[config.mk]
export PLATFORM = sky130hd
export DESIGN_NAME = lpd_judge
export DESIGN_NICKNAME = d
export VERILOG_FILES = /design/src/sv/lpd_pkg.sv /design/src/sv/lpd_judge.sv
export SDC_FILE = /design/constraint.sdc
export NUM_CORES = 1
export LEC_CHECK = 0
export BUFFER_PORTS_ARGS = -buffer_cell sky130_fd_sc_hd__buf_2
export CORE_MARGIN = 10
export CORE_UTILIZATION = 30
export DETAILED_ROUTE_END_ITERATION = 16
export PLACE_DENSITY = 0.53
export SETUP_SLACK_MARGIN = 0.15
export SLEW_MARGIN = 20
export SYNTH_ARGS = -nofsm -noshare
export SYNTH_HDL_FRONTEND = slang
export SYNTH_SLANG_ARGS = --single-unit
[constraint.sdc]
create_clock -name clk -period 4.8 [get_ports clk]
set_input_delay 1.2 -clock clk [delete_from_list [all_inputs] [get_ports clk]]
set_output_delay 1.2 -clock clk [all_outputs]
set_load 0.01 [all_outputs]
[src/sv/lpd_pkg.sv]
// Shared types, constants and codes for the 4-neighbor local peak detector.
package lpd_pkg;

  // Field widths fixed by the beat formats.
  localparam int PIXEL_BITS   = 16;
  localparam int ROW_BITS     = 10;
  localparam int COL_BITS     = 10;
  localparam int CFG_BITS     = 11;
  localparam int CFG_IDX_BITS = 1;

  // Default frame store limits.
  localparam int MAX_WIDTH_DEF  = 1024;
  localparam int MAX_HEIGHT_DEF = 1024;

  // Frame size after reset.
  localparam logic [CFG_BITS-1:0] RESET_FRAME_WIDTH  = 11'd4;
  localparam logic [CFG_BITS-1:0] RESET_FRAME_HEIGHT = 11'd3;

  // Input beat kinds.
  typedef enum logic {
    ACT_PIXEL = 1'b0,
    ACT_DRAIN = 1'b1
  } action_t;

  // Configuration register indexes.
  typedef enum logic [CFG_IDX_BITS-1:0] {
    REG_FRAME_WIDTH  = 1'b0,
    REG_FRAME_HEIGHT = 1'b1
  } cfg_reg_t;

  // Input beat.
  typedef struct packed {
    action_t                       action;
    logic signed [PIXEL_BITS-1:0]  pixel_value;
  } in_beat_t;

  // Result beat.
  typedef struct packed {
    logic [ROW_BITS-1:0]           peak_row;
    logic [COL_BITS-1:0]           peak_col;
    logic signed [PIXEL_BITS-1:0]  center_value;
    logic                          is_peak;
    logic                          frame_last;
  } out_beat_t;

  // Judgment controls handed from the front end to the compare stage.
  typedef struct packed {
    logic                          has_up;
    logic                          has_down;
    logic                          has_left;
    logic                          has_right;
    logic                          frame_last;
    logic                          wr_above;
    logic [ROW_BITS-1:0]           row;
    logic [COL_BITS-1:0]           col;
    logic signed [PIXEL_BITS-1:0]  below;
  } judge_ctl_t;

endpackage

[src/sv/lpd_judge.sv]
// Compare stage: judges one pixel against its neighbors and holds the result beat.
module lpd_judge #(
  parameter int MAX_WIDTH = lpd_pkg::MAX_WIDTH_DEF,
  localparam int AW = (MAX_WIDTH > 1) ? $clog2(MAX_WIDTH) : 1
) (
  input  logic                                  clk,
  input  logic                                  rst_n,
  input  logic                                  load,
  input  lpd_pkg::judge_ctl_t                   ctl_in,
  input  logic [AW-1:0]                         addr_in,
  input  logic signed [lpd_pkg::PIXEL_BITS-1:0] mid_c,
  input  logic signed [lpd_pkg::PIXEL_BITS-1:0] mid_n,
  input  logic signed [lpd_pkg::PIXEL_BITS-1:0] abv_c,
  input  logic                                  out_ready,
  output logic                                  out_valid,
  output lpd_pkg::out_beat_t                    out_data,
  output logic                                  stage_free,
  output logic                                  abv_we,
  output logic [AW-1:0]                         abv_waddr,
  output logic signed [lpd_pkg::PIXEL_BITS-1:0] abv_wdata
);

  logic                                  s1_v_r;
  lpd_pkg::judge_ctl_t                   ctl_r;
  logic [AW-1:0]                         addr_r;
  logic signed [lpd_pkg::PIXEL_BITS-1:0] prev_ctr_r;
  logic                                  out_v_r;
  lpd_pkg::out_beat_t                    out_data_r;

  logic adv;
  logic peak;

  // The stage moves on when the result register is empty or being emptied.
  assign adv        = s1_v_r && (!out_v_r || out_ready);
  assign stage_free = !s1_v_r || adv;

  // Strictly greater than every neighbor that exists.
  always_comb begin
    peak = !((ctl_r.has_up    && (abv_c       >= mid_c)) ||
             (ctl_r.has_down  && (ctl_r.below >= mid_c)) ||
             (ctl_r.has_left  && (prev_ctr_r  >= mid_c)) ||
             (ctl_r.has_right && (mid_n       >= mid_c)));
  end

  // The judged pixel moves into the upper row store as it leaves.
  assign abv_we    = adv && ctl_r.wr_above;
  assign abv_waddr = addr_r;
  assign abv_wdata = mid_c;

  // Stage control and the previous center, which is the next left neighbor.
  always_ff @(posedge clk) begin
    if (!rst_n) begin
      s1_v_r <= 1'b0;
    end else if (load) begin
      s1_v_r <= 1'b1;
    end else if (adv) begin
      s1_v_r <= 1'b0;
    end
  end

  always_ff @(posedge clk) begin
    if (load) begin
      ctl_r  <= ctl_in;
      addr_r <= addr_in;
    end
    if (adv) begin
      prev_ctr_r <= mid_c;
    end
  end

  // Result register.
  always_ff @(posedge clk) begin
    if (!rst_n) begin
      out_v_r <= 1'b0;
    end else if (adv) begin
      out_v_r <= 1'b1;
    end else if (out_ready) begin
      out_v_r <= 1'b0;
    end
  end

  always_ff @(posedge clk) begin
    if (adv) begin
      out_data_r.peak_row     <= ctl_r.row;
      out_data_r.peak_col     <= ctl_r.col;
      out_data_r.center_value <= mid_c;
      out_data_r.is_peak      <= peak;
      out_data_r.frame_last   <= ctl_r.frame_last;
    end
  end

  assign out_valid = out_v_r;
  assign out_data  = out_data_r;

  // A beat is only loaded into a stage that is empty or moving on.
  a_load_free: assert property (@(posedge clk) disable iff (!rst_n)
    load |-> stage_free)
    else $error("beat loaded into a stalled compare stage");

  // A loaded beat is held in the stage on the next cycle.
  a_load_held: assert property (@(posedge clk) disable iff (!rst_n)
    load |=> s1_v_r)
    else $error("loaded beat lost from the compare stage");

  // The last drained pixel of a frame never writes the upper row store.
  a_drain_no_write: assert property (@(posedge clk) disable iff (!rst_n)
    (s1_v_r && ctl_r.frame_last) |-> !abv_we)
    else $error("drain beat wrote the upper row store");

  // A result beat appears in the cycle after the stage moves on.
  a_adv_out: assert property (@(posedge clk) disable iff (!rst_n)
    adv |=> out_v_r)
    else $error("judged beat did not reach the result register");

endmodule

==> flow_summary_export.csv <==
group,metric,value,unit
synthesis,netlist_area,4460,sq um
placement,dp_slack,1530,ps
pwr,ir_drop,0.000221,V
synthesis,synthFlopType,"edfxtp_1",
routing,dr.pass1.iters,4,
sta,final.min_clock_period,3160,ps
clock_network,cts_hold_buf,0,
critical_path,path_class,"input pin to output port",
sta,min_period_over_period,65.7,%
clock_network,tritoncts,"built",
final_layout,layout-area-overhead-vs-synth,28.9,%
critical_path,critPathMaxFanout,4,
floorplanning,num_io_pins,171,
placement,dp_hpwl,9.99,mm
global_routing,grt_max_degree,54,
routing,antenna_left,0,
floorplanning,die-area,20100,sq um
placement,port_buffers,170,
sta,fin_skew,8.01,ps
sta,slew_headroom,56.5,%
critical_path,cp-end-kind,"output port",
critical_path,worstPathRequired,3600,ps
pwr,cellLeakagePower,0.00257,uW
critical_path,worst_path_most_repeated_cell,"buf_2",
placement,place_congestion,0.849,
routing,wl_per_cell,17.8,microns
synthesis,synth.distinct_cells,35,
critical_path,slowest_delay,300,ps
critical_path,cp_num_buf_inv,2,
clock_network,clockBufferDepth,2,
global_routing,grt-ovfl-total,0,
global_routing,grt_pass1_vias,3395,
global_routing,track_usage,12.0,%
synthesis,synth_nets,480,
routing,via_count,3101,
synthesis,syn_inst,312,
sta,setup_tns,0,ps
floorplanning,die_y,142,microns
sta,grt_setup_unrepaired,"no",
clock_network,cts_buffers,9,
clock_network,worstSkewPairLatency,350,ps
critical_path,crit_chain,"buf_2 > nor2b_1 > nor2b_4 > and2_1 > buf_2",
floorplanning,initial_core_util,30.7,%
critical_path,path_delay_family,"simple AND/OR/NAND/NOR gates",
synthesis,synth.avg_cell_area,14.3,sq um
clock_network,post_cts_buffers,0,
synthesis,ys_warn_count,0,
sta,hold_slack,419,ps
clock_network,cts-resized-gates,0,
floorplanning,coreArea,14500,sq um
flow_run,drv_cap,0,
clock_network,cts_sinks,92,
sta,max_clock_freq,317,MHz
critical_path,critPathArrivalTime,1960,ps
global_routing,grt_first_pass_wirelength,18.5,mm
global_routing,antenna_found_initial,10,
sta,report.final.slew_viol_count,0,
sta,setup-violations-final,0,
pwr,power_density,335,nW/um^2
sta,hold_viol_final,0,
routing,drtIter0Drc,80,
sta,setup_ws,1640,ps
status,status,"finished, final reports clean",
routing,avgViaCountPerCell,4.61,
routing,drc_errors,0,
synthesis,ys_seq_area_share,61.5,%
final_layout,drive_above_1_share,40.0,%
clock_network,clk_pin_slew,60,ps
synthesis,ys_ff_latch,92,
floorplanning,dieWidth,142,microns
sta,worst-slew-pin-transition,653,ps
floorplanning,rows,44,
synthesis,synth_edf_count,90,
routing,routed_wirelength,12.0,mm
clock_network,cts_root_buf,"clkbuf_16",
min_path,min-delay-path-class,"flip-flop to flip-flop",
critical_path,slowest_stage,"nor2b_1",
final_layout,final_nets,646,
critical_path,startpoint_type,"input pin",
clock_network,h-tree-depth,3,
synthesis,async_reset_ff_share,0,%
path summary, 6_finish.rpt:
check,from,endpoint,slack [ps],cells past startpoint
setup / recovery,out_ready,abv_we,1640,5
hold / removal,ctl_r[23]$_DFFE_PP_,out_data[25]$_DFFE_PP_,420,0
setup reg to reg,ctl_r[15]$_DFFE_PP_,out_data[1]$_DFFE_PP_,2640,7
hold reg to reg,ctl_r[23]$_DFFE_PP_,out_data[25]$_DFFE_PP_,420,0
sequential cells by signal, summed over array words and instances (netlist names):
signal,flops
ctl_r,42
out_data,38
abv_waddr,10
out_valid,1
s1_v_r,1
per-stage QoR:
stage | utilization (%) | cell area (sq um) | total power [uW] | std cells
global placement | 37.4 | 5440 | 1230 | 651
CTS | 39.5 | 5740 | 1960 | 667
floorplan | - | 4460 | 1110 | 312
detailed placement | 37.4 | 5440 | 1240 | 651
finish | 39.6 | 5750 | 1920 | 672
global route | 39.5 | 5740 | 2030 | 669
layout by cell type, fill, tap and decap left out, types with 2 or more instances in the layout:
cell	instances
nand2_1	18
nand4_1	10
ha_1	64
buf_2	169
nor4_1	2
a21oi_1	28
o21ai_1	5
nor2b_1	4
a31oi_1	4
diode_2	5
and4_1	4
and3b_1	3
dfxtp_1	2
clkinv_2	2
a21o_1	4
o21ai_0	4
nand3_1	3
edfxtp_1	90
o211ai_1	2
nand2b_1	3
nor4_2	3
clkbuf_16	9
clkinv_4	3
nor2_1	4
buf_4	2
inv_1	24
metal layers:
metal | share of wire, % | routed length, microns | global-route usage (%) | vias up
met3 | 13 | 1510 | 7.44 | 21
met4 | 1.4 | 172 | 4.03 | 10
met1 | 39 | 4630 | 13.1 | 1428
li1 | - | - | - | 1524
met2 | 47 | 5610 | 18.9 | 118
met5 | 0.52 | 62 | 0 | -
synthesized netlist by cell type, drive strengths merged, types with 2 or more instances:
cell type	number	area [sq um]
and4	4	35.0
buf	16	120
nor2b	5	31.3
nor2	4	15.0
o211ai	2	15.0
dfxtp	2	40.0
and3b	3	26.3
nand4	11	75.1
nand3	3	15.0
a31oi	4	25.0
a21oi	28	140
nor4	5	50.1
edfxtp	90	2700
a21o	4	30.0
nand2	18	67.6
ha	64	801
inv	24	90.1
nand2b	3	18.8
o21ai	9	45.0
cell type report:
type | count | area [sq um]
Fill cell | 1413 | 8780
Sequential cell | 92 | 2740
Multi-Input combinational cell | 180 | 1520
Timing Repair Buffer | 171 | 861
Tap cell | 184 | 230
Clock buffer | 9 | 225
Inverter | 24 | 90.1
Clock inverter | 7 | 75.1
Antenna cell | 5 | 12.5
report_power, final:
| part | switching (uW) | leakage, uW | internal (uW) | total, uW |
|---|---|---|---|---|
| Sequential | 16.2 | 0.000882 | 944 | 960 |
| Combinational | 144 | 0.00154 | 110 | 254 |
| Clock | 304 | 0.000150 | 406 | 710 |
| Total | 464 | 0.00257 | 1460 | 1920 |
logic make-up (layout without fill, tap and decap cells):
logic type	after synthesis	count (layout)	synth area share, %
buffers and inverters	40	211	4.71
muxes	1	1	0.224
other	0	5	0
DFF	92	92	61.5
adders and majority gates	64	64	18.0
and+or+nand+nor	59	59	7.94
AOI/OAI and AO/OA	56	56	7.69
Power figures use the tool's default switching activity.
