[config.mk]
export PLATFORM = sky130hd
export DESIGN_NAME = lpd_front
export DESIGN_NICKNAME = d
export VERILOG_FILES = /design/src/sv/lpd_pkg.sv /design/src/sv/lpd_front.sv
export SDC_FILE = /design/constraint.sdc
export NUM_CORES = 1
export LEC_CHECK = 0
export ABC_AREA = 1
export BUFFER_PORTS_ARGS = -buffer_cell sky130_fd_sc_hd__buf_2
export CORE_ASPECT_RATIO = 1.5
export CORE_MARGIN = 2
export CORE_UTILIZATION = 35
export CTS_BUF_LIST = sky130_fd_sc_hd__clkbuf_8
export DETAILED_ROUTE_END_ITERATION = 10
export PLACE_DENSITY = 0.53
export SYNTH_ARGS = -nofsm -noshare
export SYNTH_HDL_FRONTEND = slang
export SYNTH_SLANG_ARGS = --single-unit
export TNS_END_PERCENT = 1
[constraint.sdc]
create_clock -name clk -period 7.45 [get_ports clk]
set_input_delay 1.49 -clock clk [delete_from_list [all_inputs] [get_ports clk]]
set_output_delay 1.49 -clock clk [all_outputs]
set_load 0.02 [all_outputs]
[src/sv/lpd_pkg.sv]
// Shared types, constants and codes for the 4-neighbor local peak detector.
package lpd_pkg;

  // Field widths fixed by the beat formats.
  localparam int PIXEL_BITS   = 16;
  localparam int ROW_BITS     = 10;
  localparam int COL_BITS     = 10;
  localparam int CFG_BITS     = 11;
  localparam int CFG_IDX_BITS = 1;

  // Default frame store limits.
  localparam int MAX_WIDTH_DEF  = 1024;
  localparam int MAX_HEIGHT_DEF = 1024;

  // Frame size after reset.
  localparam logic [CFG_BITS-1:0] RESET_FRAME_WIDTH  = 11'd4;
  localparam logic [CFG_BITS-1:0] RESET_FRAME_HEIGHT = 11'd3;

  // Input beat kinds.
  typedef enum logic {
    ACT_PIXEL = 1'b0,
    ACT_DRAIN = 1'b1
  } action_t;

  // Configuration register indexes.
  typedef enum logic [CFG_IDX_BITS-1:0] {
    REG_FRAME_WIDTH  = 1'b0,
    REG_FRAME_HEIGHT = 1'b1
  } cfg_reg_t;

  // Input beat.
  typedef struct packed {
    action_t                       action;
    logic signed [PIXEL_BITS-1:0]  pixel_value;
  } in_beat_t;

  // Result beat.
  typedef struct packed {
    logic [ROW_BITS-1:0]           peak_row;
    logic [COL_BITS-1:0]           peak_col;
    logic signed [PIXEL_BITS-1:0]  center_value;
    logic                          is_peak;
    logic                          frame_last;
  } out_beat_t;

  // Judgment controls handed from the front end to the compare stage.
  typedef struct packed {
    logic                          has_up;
    logic                          has_down;
    logic                          has_left;
    logic                          has_right;
    logic                          frame_last;
    logic                          wr_above;
    logic [ROW_BITS-1:0]           row;
    logic [COL_BITS-1:0]           col;
    logic signed [PIXEL_BITS-1:0]  below;
  } judge_ctl_t;

endpackage

[src/sv/lpd_front.sv]
// Front end: frame size registers, raster counters, drain sequencing and line store addressing.
module lpd_front #(
  parameter int MAX_WIDTH  = lpd_pkg::MAX_WIDTH_DEF,
  parameter int MAX_HEIGHT = lpd_pkg::MAX_HEIGHT_DEF,
  localparam int AW = (MAX_WIDTH > 1) ? $clog2(MAX_WIDTH) : 1,
  localparam int WW = $clog2(MAX_WIDTH + 1),
  localparam int RW = (MAX_HEIGHT > 1) ? $clog2(MAX_HEIGHT) : 1,
  localparam int HW = $clog2(MAX_HEIGHT + 1)
) (
  input  logic                                 clk,
  input  logic                                 rst_n,
  input  logic                                 cfg_we,
  input  logic [lpd_pkg::CFG_IDX_BITS-1:0]     cfg_index,
  input  logic [lpd_pkg::CFG_BITS-1:0]         cfg_wdata,
  input  lpd_pkg::in_beat_t                    in_data,
  input  logic                                 in_accept,
  output logic                                 rd_en,
  output logic [AW-1:0]                        rd_addr,
  output logic [AW-1:0]                        rd_addr_nx,
  output logic                                 mid_we,
  output logic signed [lpd_pkg::PIXEL_BITS-1:0] mid_wdata,
  output lpd_pkg::judge_ctl_t                  ctl
);

  logic [lpd_pkg::CFG_BITS-1:0] width_cfg_r;
  logic [lpd_pkg::CFG_BITS-1:0] height_cfg_r;
  logic [AW-1:0]                col_r;
  logic [RW-1:0]                row_r;
  logic [WW-1:0]                drain_r;
  logic                         draining_r;

  logic [WW-1:0] w;
  logic [HW-1:0] h;
  logic          col_wrap;
  logic [AW-1:0] c;
  logic [RW:0]   row0;
  logic [RW-1:0] r;
  logic [WW-1:0] c_p1;
  logic          last_col;
  logic          last_row;
  logic [WW-1:0] d_p1;
  logic          d_ok;
  logic          is_pix;
  logic          is_drn;

  // Sizes of zero act as one; sizes above the store limits act as the limit.
  always_comb begin
    if (width_cfg_r == '0) begin
      w = WW'(1);
    end else if (int'(width_cfg_r) > MAX_WIDTH) begin
      w = WW'(MAX_WIDTH);
    end else begin
      w = WW'(width_cfg_r);
    end
    if (height_cfg_r == '0) begin
      h = HW'(1);
    end else if (int'(height_cfg_r) > MAX_HEIGHT) begin
      h = HW'(MAX_HEIGHT);
    end else begin
      h = HW'(height_cfg_r);
    end
  end

  // Current raster position, wrapping when a counter sits at or past the size.
  always_comb begin
    col_wrap = WW'(col_r) >= w;
    c        = col_wrap ? '0 : col_r;
    row0     = col_wrap ? ({1'b0, row_r} + (RW+1)'(1)) : {1'b0, row_r};
    r        = (int'(row0) >= int'(h)) ? '0 : row0[RW-1:0];
    c_p1     = WW'(c) + WW'(1);
    last_col = c_p1 >= w;
    last_row = (int'(r) + 1) >= int'(h);
    d_ok     = drain_r < w;
    d_p1     = drain_r + WW'(1);
  end

  // Beat classification: pixels are dropped while draining, drains outside it.
  assign is_pix = (in_data.action == lpd_pkg::ACT_PIXEL) && !draining_r;
  assign is_drn = (in_data.action == lpd_pkg::ACT_DRAIN) && draining_r;

  // Line store strobes and read addresses for the pixel above or the drained pixel.
  always_comb begin
    rd_en     = in_accept && ((is_pix && (r != '0)) || (is_drn && d_ok));
    mid_we    = in_accept && is_pix;
    mid_wdata = in_data.pixel_value;
    if (is_drn) begin
      rd_addr    = AW'(drain_r);
      rd_addr_nx = (d_p1 >= w) ? '0 : AW'(d_p1);
    end else begin
      rd_addr    = c;
      rd_addr_nx = last_col ? '0 : AW'(c_p1);
    end
  end

  // Neighbor presence and reported position for the compare stage.
  always_comb begin
    ctl.below = in_data.pixel_value;
    if (is_drn) begin
      ctl.has_up     = h > HW'(1);
      ctl.has_down   = 1'b0;
      ctl.has_left   = drain_r != '0;
      ctl.has_right  = d_p1 < w;
      ctl.frame_last = d_p1 == w;
      ctl.wr_above   = 1'b0;
      ctl.row        = lpd_pkg::ROW_BITS'(h - HW'(1));
      ctl.col        = lpd_pkg::COL_BITS'(drain_r);
    end else begin
      ctl.has_up     = r > RW'(1);
      ctl.has_down   = 1'b1;
      ctl.has_left   = c != '0;
      ctl.has_right  = !last_col;
      ctl.frame_last = 1'b0;
      ctl.wr_above   = 1'b1;
      ctl.row        = lpd_pkg::ROW_BITS'(r - RW'(1));
      ctl.col        = lpd_pkg::COL_BITS'(c);
    end
  end

  // Frame size registers.
  always_ff @(posedge clk) begin
    if (!rst_n) begin
      width_cfg_r  <= lpd_pkg::RESET_FRAME_WIDTH;
      height_cfg_r <= lpd_pkg::RESET_FRAME_HEIGHT;
    end else if (cfg_we) begin
      unique case (cfg_index)
        lpd_pkg::REG_FRAME_WIDTH:  width_cfg_r  <= cfg_wdata;
        lpd_pkg::REG_FRAME_HEIGHT: height_cfg_r <= cfg_wdata;
        default: ;
      endcase
    end
  end

  // Raster and drain counters.
  always_ff @(posedge clk) begin
    if (!rst_n) begin
      col_r      <= '0;
      row_r      <= '0;
      drain_r    <= '0;
      draining_r <= 1'b0;
    end else if (in_accept) begin
      if (is_pix) begin
        if (last_col) begin
          col_r <= '0;
          if (last_row) begin
            row_r      <= '0;
            draining_r <= 1'b1;
            drain_r    <= '0;
          end else begin
            row_r <= RW'(int'(r) + 1);
          end
        end else begin
          col_r <= AW'(c_p1);
          row_r <= r;
        end
      end else if (is_drn) begin
        if (!d_ok) begin
          draining_r <= 1'b0;
        end else begin
          drain_r <= d_p1;
          if (d_p1 >= w) begin
            draining_r <= 1'b0;
          end
        end
      end
    end
  end

endmodule

==> results of run 1 <==
==> worst register-to-register path: cells and delay by family, from the launching register on <==
| kind | cells | cell delay, ns |
|---|---|---|
| AND/OR/NAND/NOR | 23 | 3.87 |
| adder cells (fa/ha/maj) | 4 | 1.18 |
| AO/OA/AOI/OAI | 4 | 0.81 |
| flip-flops | 1 | 0.34 |
| buffers and inverters | 4 | 0.48 |
==> Yosys cell counts, drive strengths merged (4+ instances only) <==
master  count  area (um2)
nand2     199       854.6
nand3      49       302.8
o21ai      88       462.9
o22ai       9       56.30
a211oi     11       82.58
nor3        7       40.04
nor2      128       591.8
nand4      35       234.0
ha         78       975.9
xor2       15       131.4
dfxtp      54        1081
a21oi      68       344.1
nor4        7       43.79
inv       126       480.5
clkbuf     17       63.81
a31oi       4       25.02
buf        50       395.4
==> final cells by class <==
cell class / count / area share [%]
Timing Repair inverter: 1 / 0.1124
Timing Repair Buffer: 77 / 6.255
Sequential cell: 54 / 16.18
Multi-Input combinational cell: 716 / 64.23
Clock buffer: 5 / 1.030
Tap cell: 217 / 4.064
Inverter: 129 / 7.416
Clock inverter: 3 / 0.7116
==> routing by layer <==
layer  GRT usage [%]  vias to the layer above  wire (um)
li1                -                     3213          -
met1           23.94                     2844       8273
met2           40.35                      177      10680
met3           2.220                       69        745
met4           12.46                        0       1231
met5               0                        -          0
==> worst max path at each step <==
stage | to | slack [ns]
floorplan | rd_addr_nx[1] | 1.01
global placement | drain_r[0] | 0.62
detailed placement | drain_r[8] | 0.59
CTS | rd_addr_nx[7] | 0.23
global route | ctl[32] | -0.07
finish | rd_addr_nx[6] | 0.53
==> state kept, by name (all words and copies together) (netlist names) <==
register and cells:
drain_r 11, height_cfg_r 11, width_cfg_r 11, col_r 10
row_r 10, draining_r 1
==> layout by cell type, fill, tap and decap left out, types with 3 or more instances in the layout <==
master    netlist  layout
a211oi_1       11      11
a21oi_1        67      67
a31oi_1         4       4
buf_2           2      64
buf_4          44      13
clkbuf_8        0       5
dfxtp_1        54      54
ha_1           78      78
inv_1         116     116
inv_2           8       8
inv_6           1       3
nand2_1       172     172
nand2_2        19      19
nand2_4         8       8
nand3_1        42      41
nand3_2         4       5
nand3_4         3       3
nand4_1        34      34
nor2_1        105     105
nor2_2         14      14
nor2_4          8       8
nor3_1          6       6
nor4_1          7       7
o211ai_1        3       3
o21ai_0        79      79
o21ai_1         7       6
o22ai_1         9       9
xnor2_1         3       3
xor2_1         15      15
==> per-stage QoR <==
step / area [um2] / utilization [%]
after CTS: 6661 / 37.44
after detailed placement: 6545 / 36.79
final: 6681 / 37.55
after global routing: 6681 / 37.55
after floorplan: 6315 / -
after global placement: 6545 / 36.79
==> cell families after synthesis <==
logic type                 synth area share, %
and+or+nand+nor                          33.13
buffers and inverters                    15.06
AOI/OAI and AO/OA                        16.74
adders and majority gates                15.45
DFF                                      17.12
xor gates and xnor gates                 2.497
==> where the power goes <==
part	switching (W)	total, W	internal (W)
Clock	0.000113	0.000216	0.000103
Sequential	0.0000345	0.000349	0.000315
Combinational	0.000791	0.00117	0.000379
Total	0.000939	0.00174	0.000797
==> what timing repair did <==
item                       in CTS  in global routing
setup endpoints to repair       0                 35
gates resized for setup         0                  4
hold buffers                    0                  0
buffers inserted                0                  0
==> results.yml, run 1 <==
status:
  status: "finished clean"
hold_path:
  worstHoldStart: "draining_r"
  whs_path_depth: 2
  holdPathEnd: "draining_r"
  holdCritPathClass: "flop to flop"
route:
  wl_per_cell_um: 17.42
  via_count: 6303
  first_iter_violations: 337
  drtPass1Iterations: 5
  drc: 0
  wirelength_um: 20930
  antenna_left: 0
  drt-vias-per-instance: 5.244
critical_path:
  start_kind: "flop"
  cp.required_ns: 5.96
  worstSetupPathDepth: 28
  crit_slowest_cell: "dfxtp_1"
  r2r_cells: 35
  r2r_start: "width_cfg_r[0]"
  cp_max_fo: 10
  path_common_cell: "nand2_1"
  rr_endpoint: "drain_r[8]"
  cp-startpoint: "width_cfg_r[0]"
  endpoint_kind: "output pin"
  crit_type: "flop to output pin"
  crit_buf_inv: 6
  critPathTopFamily: "simple AND/OR/NAND/NOR gates"
  rrSetupSlack_ns: 0.68
  max_stage_delay_ns: 0.34
  cp_data_arrival_time_ns: 5.43
sta:
  slew_headroom_pct: 50.33
  tns_ns: 0
  skew_ns: 0.008703
  rsz0062_at_grt: "true"
  drv_slew: 0
  worst_slew_pin_slew_ns: 0.7451
  whs_ns: 0.4908
  setup_ws_ns: 0.5289
  post-route-period-util_pct: 92.90
  setup_viol: 0
  fin_crit_ns: 6.921
  clock.fmax_ghz: 0.1445
  hold_violations: 0
final_layout:
  drive_above_1_share_pct: 16.45
  fin_cells: 1202
  nFillCells: 1922
  fin_nets: 1095
  multiInputGateArea_um2: 4292
  areaGrowthSynthToFinish_pct: 5.805
  n_antenna_cell: 0
  seqCellArea_um2: 1081
floorplanning:
  dieArea_um2: 19160
  start_util_pct: 35.49
  fp.dieH_um: 168.5
  core-area_um2: 17790
  ios: 113
  dieWidth_um: 113.7
  rows: 60
clock_network:
  htreeDepth: 2
  cts-buffers-inserted: 5
  clock_path_buffers: 2
  clock_sinks: 54
  clock-root-buffer: "clkbuf_8"
  clk_pin_slew_ns: 0.11
  clock_latency_ns: 0.33
  cts_tree: "built"
global_routing:
  grt_max_degree: 44
  grt_usage_pct: 21.84
  grt_pass1_wl_um: 32600
  gr-total-overflow: 0
  antenna_found_initial: 0
  first_global_vias: 6084
power_and_ir_drop:
  vdd_ir_drop_max_mv: 0.09938
  power_w: 0.001736
  total_leakage_power_nw: 3.316
  power_density_nw_per_um2: 259.8
placement:
  port_buffers: 64
  place_ws_ns: 0.5869
  hpwl_um: 17100
  dp_cells: 1193
  gp_congestion: 0.9149
logic_synthesis:
  synth_nets: 1077
  synth_warnings: 0
  ys.flop_type: "dfxtp_1"
  synthCells: 966
  yosysSeqAreaShare_pct: 17.12
  ys_async_sr_fraction_pct: 0
  synth_cell_types: 48
  synth-edff-count: 0
  ys_ff_latch: 54
  syn_area_per_cell_um2: 6.537
  netlist_area_um2: 6315
run:
  cap_violations: 0
Power figures use the tool's default switching activity.
==> run 2, diff against run 1 <==
--- a/config.mk
+++ b/config.mk
@@ -8,11 +8,11 @@
 export ABC_AREA = 1
 export BUFFER_PORTS_ARGS = -buffer_cell sky130_fd_sc_hd__buf_2
 export CORE_ASPECT_RATIO = 1.5
-export CORE_MARGIN = 2
 export CORE_UTILIZATION = 35
 export CTS_BUF_LIST = sky130_fd_sc_hd__clkbuf_8
 export DETAILED_ROUTE_END_ITERATION = 10
-export PLACE_DENSITY = 0.53
+export PLACE_DENSITY = 0.56
+export SLEW_MARGIN = 15
 export SYNTH_ARGS = -nofsm -noshare
 export SYNTH_HDL_FRONTEND = slang
 export SYNTH_SLANG_ARGS = --single-unit
==> results.yml, run 2 (same netlist as run 1, synthesis figures left out) <==
status:
  status: "complete, but fails checks"
  failed_checks: "design-rule violations"
final_layout:
  finalInstanceArea_um2: 6699
  layout_commonest_cell: "nand2_1"
  reg_top3: "drain_r x11, height_cfg_r x11, width_cfg_r x11"
  fin_nets: 1097
  n_antenna_cell: 0
  layout_common_cells: "nand2_1 (172), inv_1 (116), nor2_1 (105)"
  drive_above_1_share_pct: 16.62
  areaGrowthSynthToFinish_pct: 6.083
global_routing:
  gr-total-overflow: 0
  first_global_vias: 6215
  antenna_found_initial: 0
  grt_max_degree: 44
  grt_pass1_wl_um: 32820
  grt_usage_pct: 22.57
power_and_ir_drop:
  power.internal_w: 0.0007977
  switching_share_pct: 53.88
  clockPowerShare_pct: 12.4
  vdd_ir_drop_max_mv: 0.1042
  switchingPower_w: 0.0009320
  seqPwrFrac_pct: 20.1
  pwr-share-comb_pct: 67.6
  power_density_nw_per_um2: 258.2
  total_leakage_power_nw: 3.331
run:
  cap_violations: 0
critical_path:
  worstSetupEndpoint: "rd_addr_nx[1]"
  crit_type: "flop to output pin"
  rr_endpoint: "drain_r[0]"
  r2r_start: "width_cfg_r[4]"
  max_stage_delay_ns: 0.34
  cp_data_arrival_time_ns: 5.27
  rrSetupSlack_ns: 0.92
  critPathTopFamily: "simple AND/OR/NAND/NOR gates"
  endpoint_kind: "output pin"
  worstSetupPathDepth: 29
  start_kind: "flop"
  path_common_cell: "nand2_1"
  crit_buf_inv: 5
  cp_max_fo: 12
  cp-startpoint: "width_cfg_r[4]"
  cp.required_ns: 5.96
  r2r_cells: 36
  crit_slowest_cell: "dfxtp_1"
floorplanning:
  ios: 113
  fp.dieH_um: 166.5
  dieArea_um2: 18600
  start_util_pct: 36.09
  dieWidth_um: 111.7
  core-area_um2: 17500
  rows: 59
route:
  drtPass1Iterations: 7
  via_count: 6261
  wirelength_um: 20650
  drt-vias-per-instance: 5.218
  wl_per_cell_um: 17.21
  antenna_left: 0
  drc: 11
  first_iter_violations: 327
clock_network:
  htreeDepth: 2
  postCtsHoldBufs: 0
  clk_pin_slew_ns: 0.11
  clock_sinks: 54
  cts_tree: "built"
  cts-buffers-inserted: 5
  clock_latency_ns: 0.33
  clock_path_buffers: 2
  clock-root-buffer: "clkbuf_8"
placement:
  hpwl_um: 17060
  port_buffers: 64
  place_area_um2: 6540
  gp_congestion: 0.9453
sta:
  post-route-period-util_pct: 90.68
  worst_slew_pin_slew_ns: 0.7695
  drv_slew: 0
  skew_ns: 0.01230
  slew_headroom_pct: 48.70
  setup_viol: 0
  clock.fmax_ghz: 0.1480
  tns_ns: 0
  whs_ns: 0.4958
  fin_crit_ns: 6.756
  hold_violations: 0
  rsz0062_at_grt: "false"
hold_path:
  holdCritPathClass: "flop to flop"
## run 2: cell count changes in the layout (fill, tap and decap cells not counted)
cell        before  now
buf_4           13   16
o21ai_2          1    0
inv_6            3    2
o21ai_4          2    3
clkinv_4         0    1
clkinvlp_4       2    1
## run 2: how the worst min path moves through the flow
stage,startpoint,endpoint,depth (start not counted)
3_3_place_gp,draining_r,draining_r,2
5_1_grt,height_cfg_r[2],height_cfg_r[2],2
3_5_place_dp,draining_r,draining_r,2
4_1_cts,draining_r,draining_r,2
6_report,draining_r,draining_r,2
2_1_floorplan,height_cfg_r[4],height_cfg_r[4],2
## run 2: final cells by class
class	count	area (um2)
Clock buffer	5	68.82
Inverter	129	495.5
Tap cell	213	266.5
Timing Repair Buffer	80	440.4
Clock inverter	3	47.55
Fill cell	1911	10800
Multi-Input combinational cell	716	4299
Sequential cell	54	1081
## run 2: worst register-to-register path, delay by kind of cell (launching register included)
kind	cells	cell delay (ns)
flip-flops	1	0.34
adder cells (fa/ha/maj)	4	1.19
AO/OA/AOI/OAI	6	0.87
buffers and inverters	5	0.73
AND/OR/NAND/NOR	21	3.28
## run 2: metrics by stage
stage / utilization, % / setup WS (ns) / power (W) / cells
after floorplan: - / 1.013 / 0.001213 / 966
after global placement: 37.38 / 0.6265 / 0.001505 / 1189
after detailed placement: 37.38 / 0.6143 / 0.001506 / 1189
after CTS: 38.05 / 0.2761 / 0.001722 / 1197
after global routing: 38.29 / 0.03794 / 0.001872 / 1200
final: 38.29 / 0.6944 / 0.001730 / 1200
## run 2: what timing repair did
item                       in CTS  in global routing
gates resized for setup         0                  4
setup endpoints to repair       0                 43
buffers inserted                0                  3
## run 2: layer usage
metal | GRT usage, % | share of wire, %
met1 | 24.34 | 39
met2 | 42.02 | 52
met3 | 2.074 | 3.4
met4 | 13.69 | 5.5
met5 | 0 | 0
## run 2: power groups by stage
stage,logic (W),clock network [W],registers (W)
detailed placement,0.00115,0,0.000354
global route,0.00129,0.000228,0.000352
CTS,0.00116,0.000220,0.000347
global placement,0.00115,0,0.000354
finish,0.00117,0.000214,0.000347
floorplan,0.000872,0,0.000341
